`src/hid_report_descriptor_parser_defines.svh`:
```
// Assertion macros shared by the HID report descriptor parser modules.
`ifndef HID_REPORT_DESCRIPTOR_PARSER_DEFINES_SVH
`define HID_REPORT_DESCRIPTOR_PARSER_DEFINES_SVH

// Same-cycle implication, checked on every rising edge outside reset.
`define HRDP_ASSERT_IMP(label, ante, cons, msg) \
  label: assert property (@(posedge clk) disable iff (!rst_n) (ante) |-> (cons)) \
    else $error(msg);

// Next-cycle implication, checked on every rising edge outside reset.
`define HRDP_ASSERT_NXT(label, ante, cons, msg) \
  label: assert property (@(posedge clk) disable iff (!rst_n) (ante) |=> (cons)) \
    else $error(msg);

`endif

```
`src/hrdp_pkg.sv`:
```
// Shared constants, item tags, controller states and command/status types.
package hrdp_pkg;

  localparam int DEFAULT_USAGE_SLOTS = 16;
  localparam int DIV_STEPS           = 32;

  localparam logic [7:0] LONG_ITEM_HDR = 8'hFE;
  localparam logic [7:0] TAG_MASK      = 8'hFC;
  localparam logic [7:0] REPORT_ID_BITS = 8'd8;

  localparam logic [7:0] TAG_INPUT        = 8'h80;
  localparam logic [7:0] TAG_OUTPUT       = 8'h90;
  localparam logic [7:0] TAG_COLLECTION   = 8'hA0;
  localparam logic [7:0] TAG_END_COLL     = 8'hC0;
  localparam logic [7:0] TAG_USAGE_PAGE   = 8'h04;
  localparam logic [7:0] TAG_LOGICAL_MIN  = 8'h14;
  localparam logic [7:0] TAG_LOGICAL_MAX  = 8'h24;
  localparam logic [7:0] TAG_REPORT_SIZE  = 8'h74;
  localparam logic [7:0] TAG_REPORT_ID    = 8'h84;
  localparam logic [7:0] TAG_REPORT_COUNT = 8'h94;
  localparam logic [7:0] TAG_USAGE        = 8'h08;
  localparam logic [7:0] TAG_USAGE_MIN    = 8'h18;
  localparam logic [7:0] TAG_USAGE_MAX    = 8'h28;

  localparam logic [1:0] KIND_INPUT   = 2'd0;
  localparam logic [1:0] KIND_OUTPUT  = 2'd1;
  localparam logic [1:0] KIND_SUM_OK  = 2'd2;
  localparam logic [1:0] KIND_SUM_ERR = 2'd3;

  localparam logic [1:0] PH_HDR   = 2'd0;
  localparam logic [1:0] PH_DATA  = 2'd1;
  localparam logic [1:0] PH_LSIZE = 2'd2;
  localparam logic [1:0] PH_LSKIP = 2'd3;

  typedef enum logic [9:0] {
    S_IDLE  = 10'b0000000001,
    S_STEP  = 10'b0000000010,
    S_MAIN  = 10'b0000000100,
    S_DIV   = 10'b0000001000,
    S_RD    = 10'b0000010000,
    S_LOAD  = 10'b0000100000,
    S_WAIT  = 10'b0001000000,
    S_FIN   = 10'b0010000000,
    S_SUM   = 10'b0100000000,
    S_SWAIT = 10'b1000000000
  } state_t;

  typedef struct packed {
    logic load;
    logic step;
    logic ld_range;
    logic div_init;
    logic div_step;
    logic rd;
    logic ld_list;
    logic adv;
    logic fin;
    logic ld_sum;
    logic clr;
  } dp_cmd_t;

  typedef struct packed {
    logic main_go;
    logic eod;
    logic range_mode;
    logic list_nonempty;
    logic div_last;
    logic out_taken;
    logic more;
  } dp_status_t;

endpackage

```
`src/hrdp_ctrl.sv`:
```
// Controller state machine that sequences byte intake, records and summary.
`include "hid_report_descriptor_parser_defines.svh"

module hrdp_ctrl (
  input  logic                clk,
  input  logic                rst_n,
  input  logic                in_valid,
  output logic                in_stall,
  input  hrdp_pkg::dp_status_t st,
  output hrdp_pkg::dp_cmd_t   cmd
);

  hrdp_pkg::state_t state_r, state_nxt;

  assign in_stall = (state_r != hrdp_pkg::S_IDLE);

  always_comb begin
    state_nxt = state_r;
    cmd       = '0;
    case (state_r)
      hrdp_pkg::S_IDLE: begin
        if (in_valid) begin
          cmd.load  = 1'b1;
          state_nxt = hrdp_pkg::S_STEP;
        end
      end
      hrdp_pkg::S_STEP: begin
        cmd.step = 1'b1;
        if (st.main_go) state_nxt = hrdp_pkg::S_MAIN;
        else if (st.eod) state_nxt = hrdp_pkg::S_SUM;
        else state_nxt = hrdp_pkg::S_IDLE;
      end
      hrdp_pkg::S_MAIN: begin
        if (st.range_mode) begin
          cmd.ld_range = 1'b1;
          state_nxt    = hrdp_pkg::S_WAIT;
        end else if (st.list_nonempty) begin
          cmd.div_init = 1'b1;
          state_nxt    = hrdp_pkg::S_DIV;
        end else begin
          state_nxt = hrdp_pkg::S_FIN;
        end
      end
      hrdp_pkg::S_DIV: begin
        cmd.div_step = 1'b1;
        if (st.div_last) state_nxt = hrdp_pkg::S_RD;
      end
      hrdp_pkg::S_RD: begin
        cmd.rd    = 1'b1;
        state_nxt = hrdp_pkg::S_LOAD;
      end
      hrdp_pkg::S_LOAD: begin
        cmd.ld_list = 1'b1;
        state_nxt   = hrdp_pkg::S_WAIT;
      end
      hrdp_pkg::S_WAIT: begin
        if (st.out_taken) begin
          if (st.more) begin
            cmd.adv   = 1'b1;
            state_nxt = hrdp_pkg::S_RD;
          end else begin
            state_nxt = hrdp_pkg::S_FIN;
          end
        end
      end
      hrdp_pkg::S_FIN: begin
        cmd.fin = 1'b1;
        if (st.eod) state_nxt = hrdp_pkg::S_SUM;
        else state_nxt = hrdp_pkg::S_IDLE;
      end
      hrdp_pkg::S_SUM: begin
        cmd.ld_sum = 1'b1;
        state_nxt  = hrdp_pkg::S_SWAIT;
      end
      hrdp_pkg::S_SWAIT: begin
        if (st.out_taken) begin
          cmd.clr   = 1'b1;
          state_nxt = hrdp_pkg::S_IDLE;
        end
      end
      default: state_nxt = hrdp_pkg::S_IDLE;
    endcase
  end

  always_ff @(posedge clk) begin
    if (!rst_n) begin
      state_r <= hrdp_pkg::S_IDLE;
    end else begin
      state_r <= state_nxt;
    end
  end

  // Every accepted word is framed in the following cycle.
  `HRDP_ASSERT_NXT(a_accept_steps, in_valid && !in_stall, state_r == hrdp_pkg::S_STEP, "accepted word not stepped")
  // The divider only runs after a main item has been decoded.
  `HRDP_ASSERT_NXT(a_div_from_main, cmd.div_init, state_r == hrdp_pkg::S_DIV, "divider not started")

endmodule

```
`src/hrdp_datapath.sv`:
```
// Datapath: item framing, global and local state, usage memory, divider, records.
`include "hid_report_descriptor_parser_defines.svh"

module hrdp_datapath #(
  parameter int USAGE_SLOTS = hrdp_pkg::DEFAULT_USAGE_SLOTS
) (
  input  logic                clk,
  input  logic                rst_n,
  input  hrdp_pkg::dp_cmd_t   cmd,
  output hrdp_pkg::dp_status_t st,
  input  logic [7:0]          in_desc_byte,
  input  logic                in_end_of_descriptor,
  output logic                out_valid,
  input  logic                out_stall,
  output logic [1:0]          out_record_kind,
  output logic [15:0]         out_usage_page,
  output logic [7:0]          out_usage_low,
  output logic [7:0]          out_usage_high,
  output logic [15:0]         out_field_size,
  output logic [15:0]         out_field_count,
  output logic [31:0]         out_bit_offset,
  output logic [31:0]         out_bit_length,
  output logic [31:0]         out_main_flags,
  output logic signed [31:0]  out_logical_low,
  output logic signed [31:0]  out_logical_high,
  output logic                out_last
);

  localparam int CW  = $clog2(USAGE_SLOTS + 1);
  localparam int IW  = (USAGE_SLOTS > 1) ? $clog2(USAGE_SLOTS) : 1;
  localparam int ITW = $clog2(hrdp_pkg::DIV_STEPS);

  // Architectural state.
  logic [7:0]    byte_r, byte_nxt;
  logic          eod_r, eod_nxt;
  logic [1:0]    phase_r, phase_nxt;
  logic [7:0]    hdr_r, hdr_nxt;
  logic [31:0]   accum_r, accum_nxt;
  logic [1:0]    pos_r, pos_nxt;
  logic [2:0]    left_r, left_nxt;
  logic [8:0]    skip_r, skip_nxt;
  logic [7:0]    depth_r, depth_nxt;
  logic [15:0]   page_r, page_nxt;
  logic [31:0]   lmin_r, lmin_nxt;
  logic [31:0]   lmax_r, lmax_nxt;
  logic [15:0]   size_r, size_nxt;
  logic [15:0]   count_r, count_nxt;
  logic          rmin_v_r, rmin_v_nxt;
  logic [7:0]    rmin_r, rmin_nxt;
  logic          rmax_v_r, rmax_v_nxt;
  logic [7:0]    rmax_r, rmax_nxt;
  logic [CW-1:0] ucnt_r, ucnt_nxt;
  logic          e0nz_r, e0nz_nxt;
  logic [15:0]   e0lo_r, e0lo_nxt;
  logic [31:0]   in_bits_r, in_bits_nxt;
  logic [31:0]   out_bits_r, out_bits_nxt;
  logic          rid_r, rid_nxt;
  logic          ignore_r, ignore_nxt;
  logic          gen_set_r, gen_set_nxt;
  logic [15:0]   gen_lo_r, gen_lo_nxt;
  logic          err_r, err_nxt;
  logic          list_r, list_nxt;
  logic [IW-1:0] idx_r, idx_nxt;
  logic [ITW-1:0] iter_r, iter_nxt;
  logic          out_valid_r, out_valid_nxt;

  // Working registers of a main item.
  logic [31:0]   prod_r, prod_nxt;
  logic [1:0]    kind_r, kind_nxt;
  logic [31:0]   flags_r, flags_nxt;
  logic [CW-1:0] rem_len_r, rem_len_nxt;
  logic [CW-1:0] rem_cnt_r, rem_cnt_nxt;
  logic [31:0]   q_len_r, q_len_nxt;
  logic [31:0]   q_cnt_r, q_cnt_nxt;
  logic [31:0]   off_r, off_nxt;
  logic [7:0]    rdata_r;

  // Output word.
  logic [1:0]    o_kind_r, o_kind_nxt;
  logic [15:0]   o_page_r, o_page_nxt;
  logic [7:0]    o_ulo_r, o_ulo_nxt;
  logic [7:0]    o_uhi_r, o_uhi_nxt;
  logic [15:0]   o_size_r, o_size_nxt;
  logic [15:0]   o_cnt_r, o_cnt_nxt;
  logic [31:0]   o_off_r, o_off_nxt;
  logic [31:0]   o_len_r, o_len_nxt;
  logic [31:0]   o_flags_r, o_flags_nxt;
  logic [31:0]   o_lmin_r, o_lmin_nxt;
  logic [31:0]   o_lmax_r, o_lmax_nxt;
  logic          o_last_r, o_last_nxt;

  logic [7:0]    usage_mem [USAGE_SLOTS];
  logic          mem_we;
  logic [7:0]    mem_wd;

  // Framing results for the word in byte_r.
  logic          f_complete, f_chk;
  logic [7:0]    f_hdr, f_tag;
  logic [31:0]   f_val, f_accum;
  logic [1:0]    f_phase, f_pos;
  logic [2:0]    f_left;
  logic [8:0]    f_skip;
  logic [7:0]    f_hdr_keep;

  logic [31:0]   bits_sel;
  logic          more_raw, out_taken, bad;
  logic [CW:0]   sh_len, sh_cnt, dv;
  logic          ge_len, ge_cnt;

  always_comb begin
    f_complete = 1'b0;
    f_chk      = 1'b0;
    f_hdr      = byte_r;
    f_val      = '0;
    f_accum    = accum_r;
    f_phase    = phase_r;
    f_pos      = pos_r;
    f_left     = left_r;
    f_skip     = skip_r;
    f_hdr_keep = hdr_r;
    case (phase_r)
      hrdp_pkg::PH_HDR: begin
        if (byte_r == hrdp_pkg::LONG_ITEM_HDR) begin
          f_phase = hrdp_pkg::PH_LSIZE;
        end else begin
          f_hdr_keep = byte_r;
          f_accum    = '0;
          f_pos      = '0;
          f_left     = (byte_r[1:0] == 2'd3) ? 3'd4 : {1'b0, byte_r[1:0]};
          if (byte_r[1:0] == 2'd0) f_complete = 1'b1;
          else f_phase = hrdp_pkg::PH_DATA;
        end
      end
      hrdp_pkg::PH_DATA: begin
        f_accum = accum_r | ({24'b0, byte_r} << {pos_r, 3'b000});
        f_pos   = pos_r + 2'd1;
        f_left  = left_r - 3'd1;
        f_hdr   = hdr_r;
        f_val   = f_accum;
        if (left_r == 3'd1) begin
          f_phase    = hrdp_pkg::PH_HDR;
          f_complete = 1'b1;
        end
      end
      hrdp_pkg::PH_LSIZE: begin
        f_skip  = {1'b0, byte_r} + 9'd1;
        f_phase = hrdp_pkg::PH_LSKIP;
      end
      default: begin
        f_skip = skip_r - 9'd1;
        if (skip_r == 9'd1) begin
          f_phase = hrdp_pkg::PH_HDR;
          f_chk   = 1'b1;
        end
      end
    endcase
    if (f_complete) f_chk = 1'b1;
    f_tag = f_hdr & hrdp_pkg::TAG_MASK;
  end

  assign bits_sel  = (kind_r == hrdp_pkg::KIND_INPUT) ? in_bits_r : out_bits_r;
  assign more_raw  = ((CW'(idx_r) + CW'(1)) != ucnt_r);
  assign out_taken = out_valid_r && !out_stall;
  assign bad       = (depth_r != '0) || err_r || (phase_r != hrdp_pkg::PH_HDR);

  // One restoring-division step on both quotients; they share the divisor.
  assign dv     = {1'b0, ucnt_r};
  assign sh_len = {rem_len_r, q_len_r[31]};
  assign sh_cnt = {rem_cnt_r, q_cnt_r[31]};
  assign ge_len = (sh_len >= dv);
  assign ge_cnt = (sh_cnt >= dv);

  assign st.main_go = f_complete && !ignore_r &&
                      (f_tag == hrdp_pkg::TAG_INPUT || f_tag == hrdp_pkg::TAG_OUTPUT);
  assign st.eod           = eod_r;
  assign st.range_mode    = rmin_v_r && rmax_v_r;
  assign st.list_nonempty = (ucnt_r != '0);
  assign st.div_last      = (iter_r == ITW'(hrdp_pkg::DIV_STEPS - 1));
  assign st.out_taken     = out_taken;
  assign st.more          = list_r && more_raw;

  always_comb begin
    byte_nxt = byte_r;   eod_nxt = eod_r;     phase_nxt = phase_r; hdr_nxt = hdr_r;
    accum_nxt = accum_r; pos_nxt = pos_r;     left_nxt = left_r;   skip_nxt = skip_r;
    depth_nxt = depth_r; page_nxt = page_r;   lmin_nxt = lmin_r;   lmax_nxt = lmax_r;
    size_nxt = size_r;   count_nxt = count_r;
    rmin_v_nxt = rmin_v_r; rmin_nxt = rmin_r; rmax_v_nxt = rmax_v_r; rmax_nxt = rmax_r;
    ucnt_nxt = ucnt_r;   e0nz_nxt = e0nz_r;   e0lo_nxt = e0lo_r;
    in_bits_nxt = in_bits_r; out_bits_nxt = out_bits_r;
    rid_nxt = rid_r;     ignore_nxt = ignore_r; gen_set_nxt = gen_set_r; gen_lo_nxt = gen_lo_r;
    err_nxt = err_r;     list_nxt = list_r;   idx_nxt = idx_r;     iter_nxt = iter_r;
    prod_nxt = prod_r;   kind_nxt = kind_r;   flags_nxt = flags_r;
    rem_len_nxt = rem_len_r; rem_cnt_nxt = rem_cnt_r;
    q_len_nxt = q_len_r; q_cnt_nxt = q_cnt_r; off_nxt = off_r;
    o_kind_nxt = o_kind_r; o_page_nxt = o_page_r; o_ulo_nxt = o_ulo_r; o_uhi_nxt = o_uhi_r;
    o_size_nxt = o_size_r; o_cnt_nxt = o_cnt_r;   o_off_nxt = o_off_r; o_len_nxt = o_len_r;
    o_flags_nxt = o_flags_r; o_lmin_nxt = o_lmin_r; o_lmax_nxt = o_lmax_r;
    o_last_nxt = o_last_r;
    out_valid_nxt = out_valid_r;
    mem_we = 1'b0;
    mem_wd = f_val[7:0];

    if (out_taken) out_valid_nxt = 1'b0;

    if (cmd.load) begin
      byte_nxt = in_desc_byte;
      eod_nxt  = in_end_of_descriptor;
    end

    if (cmd.step) begin
      phase_nxt = f_phase;
      hdr_nxt   = f_hdr_keep;
      accum_nxt = f_accum;
      pos_nxt   = f_pos;
      left_nxt  = f_left;
      skip_nxt  = f_skip;
      prod_nxt  = size_r * count_r;
      if (f_complete && !ignore_r) begin
        case (f_tag)
          hrdp_pkg::TAG_INPUT: begin
            kind_nxt  = hrdp_pkg::KIND_INPUT;
            flags_nxt = f_val;
          end
          hrdp_pkg::TAG_OUTPUT: begin
            kind_nxt  = hrdp_pkg::KIND_OUTPUT;
            flags_nxt = f_val;
          end
          hrdp_pkg::TAG_COLLECTION: begin
            depth_nxt = depth_r + 8'd1;
            ucnt_nxt  = '0;
          end
          hrdp_pkg::TAG_END_COLL:     depth_nxt = depth_r - 8'd1;
          hrdp_pkg::TAG_USAGE_PAGE:   page_nxt  = f_val[15:0];
          hrdp_pkg::TAG_LOGICAL_MIN:  lmin_nxt  = f_val;
          hrdp_pkg::TAG_LOGICAL_MAX:  lmax_nxt  = f_val;
          hrdp_pkg::TAG_REPORT_SIZE:  size_nxt  = f_val[15:0];
          hrdp_pkg::TAG_REPORT_COUNT: count_nxt = f_val[15:0];
          hrdp_pkg::TAG_REPORT_ID: begin
            if (!rid_r) begin
              rid_nxt     = 1'b1;
              in_bits_nxt = in_bits_r + {24'b0, hrdp_pkg::REPORT_ID_BITS};
            end else begin
              depth_nxt  = '0;
              ignore_nxt = 1'b1;
            end
          end
          hrdp_pkg::TAG_USAGE: begin
            if (ucnt_r < CW'(USAGE_SLOTS)) begin
              mem_we   = 1'b1;
              ucnt_nxt = ucnt_r + CW'(1);
              // Entry zero is mirrored in flops for the generic usage check.
              if (ucnt_r == '0) begin
                e0nz_nxt = (f_val != '0);
                e0lo_nxt = f_val[15:0];
              end
            end else begin
              err_nxt = 1'b1;
            end
          end
          hrdp_pkg::TAG_USAGE_MIN: begin
            rmin_nxt   = f_val[7:0];
            rmin_v_nxt = 1'b1;
          end
          hrdp_pkg::TAG_USAGE_MAX: begin
            rmax_nxt   = f_val[7:0];
            rmax_v_nxt = 1'b1;
          end
          default: ;
        endcase
      end
      if (f_chk && !gen_set_r && depth_nxt == '0 && e0nz_nxt) begin
        gen_set_nxt = 1'b1;
        gen_lo_nxt  = e0lo_nxt;
      end
    end

    if (cmd.ld_range) begin
      o_kind_nxt    = kind_r;    o_page_nxt = page_r;
      o_ulo_nxt     = rmin_r;    o_uhi_nxt  = rmax_r;
      o_size_nxt    = size_r;    o_cnt_nxt  = count_r;
      o_off_nxt     = bits_sel;  o_len_nxt  = prod_r;
      o_flags_nxt   = flags_r;   o_lmin_nxt = lmin_r;  o_lmax_nxt = lmax_r;
      o_last_nxt    = !eod_r;
      out_valid_nxt = 1'b1;
      rmin_v_nxt    = 1'b0;
      rmax_v_nxt    = 1'b0;
      list_nxt      = 1'b0;
    end

    if (cmd.div_init) begin
      rem_len_nxt = '0;
      rem_cnt_nxt = '0;
      q_len_nxt   = prod_r;
      q_cnt_nxt   = {16'b0, count_r};
      iter_nxt    = '0;
      idx_nxt     = '0;
      off_nxt     = bits_sel;
      list_nxt    = 1'b1;
    end

    if (cmd.div_step) begin
      rem_len_nxt = ge_len ? CW'(sh_len - dv) : sh_len[CW-1:0];
      rem_cnt_nxt = ge_cnt ? CW'(sh_cnt - dv) : sh_cnt[CW-1:0];
      q_len_nxt   = {q_len_r[30:0], ge_len};
      q_cnt_nxt   = {q_cnt_r[30:0], ge_cnt};
      iter_nxt    = iter_r + ITW'(1);
    end

    if (cmd.ld_list) begin
      o_kind_nxt    = kind_r;    o_page_nxt = page_r;
      o_ulo_nxt     = rdata_r;   o_uhi_nxt  = rdata_r;
      o_size_nxt    = size_r;    o_cnt_nxt  = q_cnt_r[15:0];
      o_off_nxt     = off_r;     o_len_nxt  = q_len_r;
      o_flags_nxt   = flags_r;   o_lmin_nxt = lmin_r;  o_lmax_nxt = lmax_r;
      o_last_nxt    = !eod_r && !more_raw;
      out_valid_nxt = 1'b1;
    end

    if (cmd.adv) begin
      idx_nxt = idx_r + IW'(1);
      off_nxt = off_r + q_len_r;
    end

    if (cmd.fin) begin
      ucnt_nxt = '0;
      if (kind_r == hrdp_pkg::KIND_INPUT) in_bits_nxt = in_bits_r + prod_r;
      else out_bits_nxt = out_bits_r + prod_r;
    end

    if (cmd.ld_sum) begin
      o_kind_nxt    = bad ? hrdp_pkg::KIND_SUM_ERR : hrdp_pkg::KIND_SUM_OK;
      o_page_nxt    = gen_lo_r;
      o_ulo_nxt     = '0;  o_uhi_nxt = '0;
      o_size_nxt    = '0;  o_cnt_nxt = '0;
      o_off_nxt     = in_bits_r;
      o_len_nxt     = out_bits_r;
      o_flags_nxt   = '0;  o_lmin_nxt = '0;  o_lmax_nxt = '0;
      o_last_nxt    = 1'b1;
      out_valid_nxt = 1'b1;
    end

    // The final word of a descriptor returns the parser to its reset state.
    if (cmd.clr) begin
      phase_nxt = hrdp_pkg::PH_HDR; hdr_nxt = '0; accum_nxt = '0; pos_nxt = '0;
      left_nxt = '0;  skip_nxt = '0;  depth_nxt = '0; page_nxt = '0;
      lmin_nxt = '0;  lmax_nxt = '0;  size_nxt = '0;  count_nxt = '0;
      rmin_v_nxt = 1'b0; rmin_nxt = '0; rmax_v_nxt = 1'b0; rmax_nxt = '0;
      ucnt_nxt = '0;  e0nz_nxt = 1'b0; e0lo_nxt = '0;
      in_bits_nxt = '0; out_bits_nxt = '0; rid_nxt = 1'b0; ignore_nxt = 1'b0;
      gen_set_nxt = 1'b0; gen_lo_nxt = '0; err_nxt = 1'b0;
    end
  end

  always_ff @(posedge clk) begin
    if (!rst_n) begin
      byte_r <= '0;  eod_r <= 1'b0;  phase_r <= hrdp_pkg::PH_HDR;  hdr_r <= '0;
      accum_r <= '0; pos_r <= '0;    left_r <= '0;    skip_r <= '0;
      depth_r <= '0; page_r <= '0;   lmin_r <= '0;    lmax_r <= '0;
      size_r <= '0;  count_r <= '0;
      rmin_v_r <= 1'b0; rmin_r <= '0; rmax_v_r <= 1'b0; rmax_r <= '0;
      ucnt_r <= '0;  e0nz_r <= 1'b0; e0lo_r <= '0;
      in_bits_r <= '0; out_bits_r <= '0; rid_r <= 1'b0; ignore_r <= 1'b0;
      gen_set_r <= 1'b0; gen_lo_r <= '0; err_r <= 1'b0;
      list_r <= 1'b0; idx_r <= '0;   iter_r <= '0;    out_valid_r <= 1'b0;
      kind_r <= hrdp_pkg::KIND_INPUT;
    end else begin
      byte_r <= byte_nxt;   eod_r <= eod_nxt;     phase_r <= phase_nxt; hdr_r <= hdr_nxt;
      accum_r <= accum_nxt; pos_r <= pos_nxt;     left_r <= left_nxt;   skip_r <= skip_nxt;
      depth_r <= depth_nxt; page_r <= page_nxt;   lmin_r <= lmin_nxt;   lmax_r <= lmax_nxt;
      size_r <= size_nxt;   count_r <= count_nxt;
      rmin_v_r <= rmin_v_nxt; rmin_r <= rmin_nxt; rmax_v_r <= rmax_v_nxt; rmax_r <= rmax_nxt;
      ucnt_r <= ucnt_nxt;   e0nz_r <= e0nz_nxt;   e0lo_r <= e0lo_nxt;
      in_bits_r <= in_bits_nxt; out_bits_r <= out_bits_nxt;
      rid_r <= rid_nxt;     ignore_r <= ignore_nxt;
      gen_set_r <= gen_set_nxt; gen_lo_r <= gen_lo_nxt; err_r <= err_nxt;
      list_r <= list_nxt;   idx_r <= idx_nxt;     iter_r <= iter_nxt;
      out_valid_r <= out_valid_nxt;
      kind_r <= kind_nxt;
    end
  end

  always_ff @(posedge clk) begin
    prod_r <= prod_nxt;   flags_r <= flags_nxt;
    rem_len_r <= rem_len_nxt; rem_cnt_r <= rem_cnt_nxt;
    q_len_r <= q_len_nxt; q_cnt_r <= q_cnt_nxt; off_r <= off_nxt;
    o_kind_r <= o_kind_nxt; o_page_r <= o_page_nxt; o_ulo_r <= o_ulo_nxt;
    o_uhi_r <= o_uhi_nxt; o_size_r <= o_size_nxt; o_cnt_r <= o_cnt_nxt;
    o_off_r <= o_off_nxt; o_len_r <= o_len_nxt;   o_flags_r <= o_flags_nxt;
    o_lmin_r <= o_lmin_nxt; o_lmax_r <= o_lmax_nxt; o_last_r <= o_last_nxt;
  end

  // Usage list memory: only entries written since the list was last cleared are read.
  always_ff @(posedge clk) begin
    if (mem_we) usage_mem[ucnt_r[IW-1:0]] <= mem_wd;
    if (cmd.rd) rdata_r <= usage_mem[idx_r];
  end

  assign out_valid        = out_valid_r;
  assign out_record_kind  = o_kind_r;
  assign out_usage_page   = o_page_r;
  assign out_usage_low    = o_ulo_r;
  assign out_usage_high   = o_uhi_r;
  assign out_field_size   = o_size_r;
  assign out_field_count  = o_cnt_r;
  assign out_bit_offset   = o_off_r;
  assign out_bit_length   = o_len_r;
  assign out_main_flags   = o_flags_r;
  assign out_logical_low  = $signed(o_lmin_r);
  assign out_logical_high = $signed(o_lmax_r);
  assign out_last         = o_last_r;

  `HRDP_ASSERT_IMP(a_ucnt_bound, 1'b1, ucnt_r <= CW'(USAGE_SLOTS), "usage count above table size")
  `HRDP_ASSERT_IMP(a_div_nonzero, cmd.div_step, ucnt_r != '0, "division by empty usage list")
  `HRDP_ASSERT_IMP(a_sum_last, out_valid_r && o_kind_r[1], o_last_r, "summary word without last")

endmodule

```
`src/hid_report_descriptor_parser.sv`:
```
// Top level of the HID report descriptor parser.
// Takes one descriptor byte per accepted word and emits field records for each
// Input or Output main item that has a usage range or list and is not ignored,
// plus a summary record on the byte marked as the end of the descriptor. An
// ordinary byte is accepted, then decoded and executed. A main item with a usage
// range then decides, hands over the record and closes the item, plus any output
// stall. A main item with a usage list decides, runs the shared restoring divider
// at one quotient bit per cycle, then for each record reads the usage memory,
// loads the record and waits for it to be taken, and finally closes the item. A
// main item with no usages decides and closes the item. The summary loads its
// record and waits for it to be taken. Intake stays stalled until all records of
// the current byte are delivered.
module hid_report_descriptor_parser #(
  parameter int USAGE_SLOTS = hrdp_pkg::DEFAULT_USAGE_SLOTS
) (
  input  logic               clk,
  input  logic               rst_n,
  input  logic               in_valid,
  output logic               in_stall,
  input  logic [7:0]         in_desc_byte,
  input  logic               in_end_of_descriptor,
  output logic               out_valid,
  input  logic               out_stall,
  output logic [1:0]         out_record_kind,
  output logic [15:0]        out_usage_page,
  output logic [7:0]         out_usage_low,
  output logic [7:0]         out_usage_high,
  output logic [15:0]        out_field_size,
  output logic [15:0]        out_field_count,
  output logic [31:0]        out_bit_offset,
  output logic [31:0]        out_bit_length,
  output logic [31:0]        out_main_flags,
  output logic signed [31:0] out_logical_low,
  output logic signed [31:0] out_logical_high,
  output logic               out_last
);

  hrdp_pkg::dp_cmd_t    cmd;
  hrdp_pkg::dp_status_t st;

  hrdp_ctrl u_ctrl (
    .clk      (clk),
    .rst_n    (rst_n),
    .in_valid (in_valid),
    .in_stall (in_stall),
    .st       (st),
    .cmd      (cmd)
  );

  hrdp_datapath #(
    .USAGE_SLOTS (USAGE_SLOTS)
  ) u_datapath (
    .clk                  (clk),
    .rst_n                (rst_n),
    .cmd                  (cmd),
    .st                   (st),
    .in_desc_byte         (in_desc_byte),
    .in_end_of_descriptor (in_end_of_descriptor),
    .out_valid            (out_valid),
    .out_stall            (out_stall),
    .out_record_kind      (out_record_kind),
    .out_usage_page       (out_usage_page),
    .out_usage_low        (out_usage_low),
    .out_usage_high       (out_usage_high),
    .out_field_size       (out_field_size),
    .out_field_count      (out_field_count),
    .out_bit_offset       (out_bit_offset),
    .out_bit_length       (out_bit_length),
    .out_main_flags       (out_main_flags),
    .out_logical_low      (out_logical_low),
    .out_logical_high     (out_logical_high),
    .out_last             (out_last)
  );

endmodule

```
`config.mk`:
```
export PLATFORM = sky130hd
export DESIGN_NAME = hid_report_descriptor_parser
export DESIGN_NICKNAME = d
export VERILOG_FILES = /design/src/hrdp_pkg.sv /design/src/hrdp_ctrl.sv /design/src/hrdp_datapath.sv /design/src/hid_report_descriptor_parser.sv
export VERILOG_INCLUDE_DIRS = /design/src /design/src/src
export SDC_FILE = /design/constraint.sdc
export NUM_CORES = 2
export LEC_CHECK = 0
export ABC_AREA = 1
export BUFFER_PORTS_ARGS = -buffer_cell sky130_fd_sc_hd__buf_2
export CORE_MARGIN = 10
export CORE_UTILIZATION = 25
export CTS_CLUSTER_DIAMETER = 30
export DETAILED_ROUTE_END_ITERATION = 8
export HOLD_SLACK_MARGIN = 0.1
export PLACE_DENSITY = 0.46
export SLEW_MARGIN = 20
export SYNTH_ARGS = -nofsm -noshare
export SYNTH_HDL_FRONTEND = slang
export SYNTH_SLANG_ARGS = --single-unit
```
`constraint.sdc`:
```
create_clock -name clk -period 6.4 [get_ports clk]
set_input_delay 0 -clock clk [delete_from_list [all_inputs] [get_ports clk]]
set_output_delay 0 -clock clk [all_outputs]
set_load 0.005 [all_outputs]
```
Word level (Yosys, flattened, before mapping)
Memory sizes are Yosys's and may differ from the RTL's. A register that Yosys moved wholly into a read port is not among the register bits.
Index checks and enable logic that the tools add are counted.
- $add $sub $neg: 16
- $mul: 1
- div/mod/pow operators: 0
- $lt $le $gt $ge: 3
- eq/ne operators: 40
- shift operators: 1
- muxes and demuxes: 127
- bitwise gates (word level): 6
- reductions and logical operators: 62
- operator list (operator ; count):
    32-bit two-way mux ; 27
    16-bit two-way mux ; 11
    10-bit case mux with 10 select lines ; 1
    32-bit adder ; 3
    8-bit two-way mux ; 11
    32-bit case mux with 2 select lines ; 1
    10-bit two-way mux ; 5
    1-bit two-way mux ; 42
    6-bit == test (second input constant) ; 6
    3-bit AND reduction ; 12
    5-bit two-way mux ; 7
    32-bit by 4-bit adder with 32-bit output (second input constant) ; 1
    16-bit by 16-bit multiplier with 32-bit output ; 1
    32-bit OR ; 1
    32-bit nonzero test ; 1
    8-bit by 5-bit left shift with 32-bit output ; 1
    8-bit case mux with 3 select lines ; 1
    4-bit AND reduction ; 5
    2-bit two-way mux ; 9
    9-bit case mux with 2 select lines ; 1
    2-bit nonzero test ; 8
    6-bit by 3-bit == test with 1-bit output (second input constant) ; 2
    6-bit by 4-bit == test with 1-bit output (second input constant) ; 2
    6-bit by 5-bit >= comparator with 1-bit output ; 2
    other kinds (57) ; 95
- register bits after elaboration: 729
- bits in latches: 0
- bits in writable memories: 128
- memory bits (read-only): 0
- input port bits: 13
- output and inout port bits: 229
- word-level logic and storage cells: 310
- memories: 1
- memories (memory ; depth ; bits a word ; rd ports ; clocked after memory_dff ; write ports ; RTL line ; text):
    u_datapath.usage_mem ; 16 ; 8 ; 1 ; 1 ; 1 ; hrdp_datapath.sv:92 ; logic [7:0] usage_mem [USAGE_SLOTS];

Logic depth before layout (Yosys ltp)
- depth after elaboration: 11
- gate-level depth with buffers: 30
- depth with buffers taken out: 28

By module
Synthesis repeated with hierarchy kept, for this count alone.
- cells, all modules: 6203
- area total of the unflattened synthesis: 50475.9 um2
- by module, submodules not included (module ; instances ; cells an instance ; area an instance (um2) ; seq. area each (um2)):
    hrdp_datapath ; 1 ; 6076 ; 49766.5 ; 20940.1
    hrdp_ctrl ; 1 ; 127 ; 709.4 ; 200.2

Least setup slack after synthesis
Ideal clock, no wire load.
- path type: reg-to-reg
- start point: register u_datapath.count_r[7]
- end point: register u_datapath.prod_r[26] (data pin)
- library setup time: 0.265 ns
- data arrival time: 5.428 ns
- data required time: 6.135 ns
- setup slack: 0.707 ns
- cell stages (with the launch flop): 21
- path buffers: 2
- clock period less this slack: 5.693 ns
- cell sequence: dfxtp_1 > clkbuf_1 > clkbuf_1 > nand2_1 > fa_1 > inv_1 > fa_1 > fa_1 > fa_1 > fa_1 > inv_1 > fa_1 > inv_1 > ha_1 > a21oi_1 > inv_1 > a31oi_1 > nand2_1 > a21boi_0 > o21ai_0 > xor2_1
- word-level cells in the longest chain between the ends: 1
- RTL lines (item ; RTL line ; text):
    start, declared ; hrdp_datapath.sv:47 ; logic [15:0] count_r, count_nxt;
    start signal, assigned ; hrdp_datapath.sv:370 ; size_r <= size_nxt; count_r <= count_nxt;
    16-bit by 16-bit multiplier with 32-bit output ; hrdp_datapath.sv:217 ; prod_nxt = size_r * count_r;
    end signal, assigned ; hrdp_datapath.sv:383 ; prod_r <= prod_nxt; flags_r <= flags_nxt;
    end, declared ; hrdp_datapath.sv:68 ; logic [31:0] prod_r, prod_nxt;
No other way between the ends.
A chain may end at the register's enable or synchronous reset.

Worst setup path in the final report
- start point: register u_datapath.count_r[6]
- end point: register u_datapath.prod_r[26] (data pin)
Same word-level chain as after synthesis.

==> metrics.md <==
| Metric | Value |
|---|---|
| Fin. Hold Viols | 0 |
| Final Slew Violations | 0 |
| Worst min-delay path category | in -> reg |
| Max Freq | 0.1651 GHz |
| Clk slew on worst S/H paths | ~0.040 ns |
| Pwr dens | between 200 and 300 nW/um^2 |
| Post-synth top flop | dfxtp_1 |
| EDFF count, synth | 388 |
| Fin Setup TNS | 0 ns |
| H-tree depth | 4 |
| Share of the synthesized area in the top cell type | roughly 23% |
| Final instance area | 63240 sq um |
| WL final | 183.5 mm |
| Slew @ Worst Pin | 1.044 ns |
| Core area | 200100 sq um |
| Vias | ~44000 |
| Die Y | 469.0 um |
| Filler cells | 21070 |
| Num ports | 242 |
| Complex-gate fraction of the synthesized area | between 10% and 20% |
| Unrepaired setup endpoints after global routing | no |
| Number of port buffers | approximately 240 |
| Worst setup EP type | register |
| Cell variety after synth | 67 |
| Clk sink count | about 860 |
| Synth area leader | edfxtp_1 |
| CTS max path bufs | 3 |
| Num CTS Buffers | 234 |
| Area occupied by multi-input gates | 24850 sq um |
| Final ANT Viol Nets | 0 |
| DR pass1 iterations | 8 |
| Clk_lat worst skew | 0.90 ns |
| Vias in the first global route | 42980 |
| Adder-cell share of the synthesized area | 13.75% |
| Avg Synthesized Cell Area | 8.189 sq um |
| YS warnings | 0 |
| Max-cap violations | 0 |
| Clock Tree Root | clkbuf_16 |
| Post-layout util | 31.61% |
| Antenna violations before repair | 8 |
| CP required | 6.93 ns |
| Max reg flops | 128 |
| Peak VDD IR | 0.2717 mV |
| Top post-synthesis cells by count | nand2_1 (1212), inv_1 (864), o21ai_0 (606) |
| Global-route wire length before repair | 274.1 mm |
| Crit Path Category | reg -> reg |
| Synth Area in XOR/XNOR | 1.911% |
| Final worst clock skew | 0.1320 ns |
| DIE AREA | 220000 sq um |
| Share of cells above drive strength 1 | 12.58% |
| Detailed-route DRC error count | 0 |
| Starting DRC count in detailed routing | 3671 |
| FP Rows | 164 |
| Cells after Synth | ~6000 |
| Post-synthesis mux area share | 0.6354% |
| Tcrit/Tclk final | 94.65% |
| Vias per cell | about 4.7 |
| Final setup vio count | 0 |
| Main combinational cell family by area after synthesis | simple AND/OR/NAND/NOR gates |
| Simple-gate share of the synthesized area | 17.18% |
| Register area | approximately 21000 sq um |
| Leakage | between 0.02 and 0.03 uW |
| Post-Syn Nets | 6603 |
| Overall routing resource usage | 16.15% |
| Area growth, synth to finish | 25.46% |
| Count leader, synth | nand2_1 |
| WL per Instance | 19.66 um |
| Largest net degree at the start of global routing | 99 |
| Cell area after synthesis | slightly above 50000 sq um |
| CP Launch Type | register |
| Slew HR | between 30% and 40% |
| Synth area leaders | edfxtp_1 (23%), dfxtp_1 (19%), nand2_1 (9.0%) |
| Grt ovf | 0 |
| Ys async rst share | 0% |
| Worst path arrival time | ~6.6 ns |
| Tmin final | 6.057 ns |
| Sequential area share after synthesis | between 40% and 50% |
| Final #Nets | 6911 |
| Placed inst area | between 50000 and 60000 sq um |
| Status | complete, no violations |
| Dpl hpwl | 135.2 mm |
| TritonCTS clock tree | yes |
| Die W | ~470 um |
| #FFs+latches synth | 862 |
| Starting density of the core | 25.20% |
| Gpl congestion | 0.8767 |
| Crit Path Max Fanout | 17 |
-- critical path, stage by stage, from the launching register on --
cell and delay [ns]:
dfxtp_1 0.76, nand2_1 0.11, inv_1 0.09, fa_1 0.41, inv_1 0.08, fa_1 0.44, fa_1 0.52, inv_1 0.06
fa_1 0.52, fa_1 0.49, inv_1 0.05, fa_1 0.53, inv_1 0.05, ha_1 0.38, a21oi_1 0.22, inv_1 0.05
a31oi_1 0.21, nand2_1 0.12, a21boi_0 0.31, o21ai_0 0.16, xor2_1 0.16
-- path summary, 6_finish.rpt --
path,from,end,slack (ns),cells past startpoint
setup reg to reg,u_datapath.count_r[6],u_datapath.prod_r[26],0.34,20
setup / recovery,u_datapath.count_r[6],u_datapath.prod_r[26],0.34,20
hold / removal,in_valid,u_ctrl.state_r[5],0.25,5
hold reg to reg,u_datapath.list_r,u_datapath.list_r,0.45,2
-- cells in the final DEF, fill, tap and decap left out, types with 19 or more instances in the layout --
cell / synthesis / routed
edfxtp_1: 388 / 388
fa_1: 200 / 200
bufinv_16: 0 / 26
o22ai_1: 44 / 44
dlygate4sd3_1: 0 / 40
nand2_2: 19 / 19
a31oi_1: 43 / 43
nor4_1: 21 / 20
a21oi_1: 490 / 490
xnor2_1: 37 / 37
o211ai_1: 56 / 56
nand2_1: 1212 / 1207
clkbuf_16: 0 / 238
nand3_1: 136 / 135
mux2i_1: 32 / 32
buf_4: 3 / 88
o21ai_0: 606 / 606
nor2_1: 568 / 564
inv_1: 864 / 859
dfxtp_1: 474 / 468
xor2_1: 73 / 73
nor3_1: 61 / 59
clkinv_2: 1 / 53
clkbuf_8: 0 / 33
nand4_1: 42 / 42
o21bai_1: 27 / 27
a211oi_1: 58 / 58
buf_2: 26 / 241
clkbuf_1: 245 / 59
ha_1: 234 / 233
-- kinds of logic (layout without fill, tap and decap cells) --
kind of cell,Yosys count,after routing
and+or+nand+nor,2114,2114
AOI/OAI and AO/OA,1419,1419
buffers and inverters,1185,1707
DFF,862,862
adders and majority gates,434,434
xor gates and xnor gates,110,110
muxes,32,32
other,0,2
-- metal layers --
| layer | GRT usage (%) | wire length [um] |
|---|---|---|
| met5 | 0 | 0 |
| met4 | 5.038 | 4987 |
| met3 | 3.332 | 11480 |
| met2 | 24.47 | 78990 |
| met1 | 22.94 | 88090 |
-- report_power, final --
part	internal (uW)	leakage, uW	switching (uW)
Sequential	5760	0.00748	33.8
Combinational	105	0.0157	269
Clock	8230	0.00402	3710
-- cell type report --
class | instances | area share [%]
Sequential cell | 862 | 33.44
Multi-Input combinational cell | 4109 | 39.30
Tap cell | 2656 | 5.255
Clock buffer | 330 | 10.49
Inverter | 887 | 5.286
Timing Repair Buffer | 370 | 3.616
Antenna cell | 2 | 0.007914
Clock inverter | 120 | 2.609
-- what timing repair did --
action,in CTS,in global routing
hold buffers,40,0
hold endpoints to repair,62,0
endpoints found under the setup margin,0,2
gates resized for setup,0,4
setup buffers,0,0
-- per-stage QoR --
stage	std cells	power (uW)	worst slack, ns	hold slack, ns
CTS	9334	18300	0.3170	0.1671
detailed placement	8844	6226	0.3435	0.3311
global route	9335	18640	0.009514	0.2367
global placement	8843	6223	0.3485	0.3124
floorplan	6156	6105	0.7072	0.1933
finish	9336	18110	0.3427	0.2525
No activity file was read; power rests on OpenSTA's default activity.
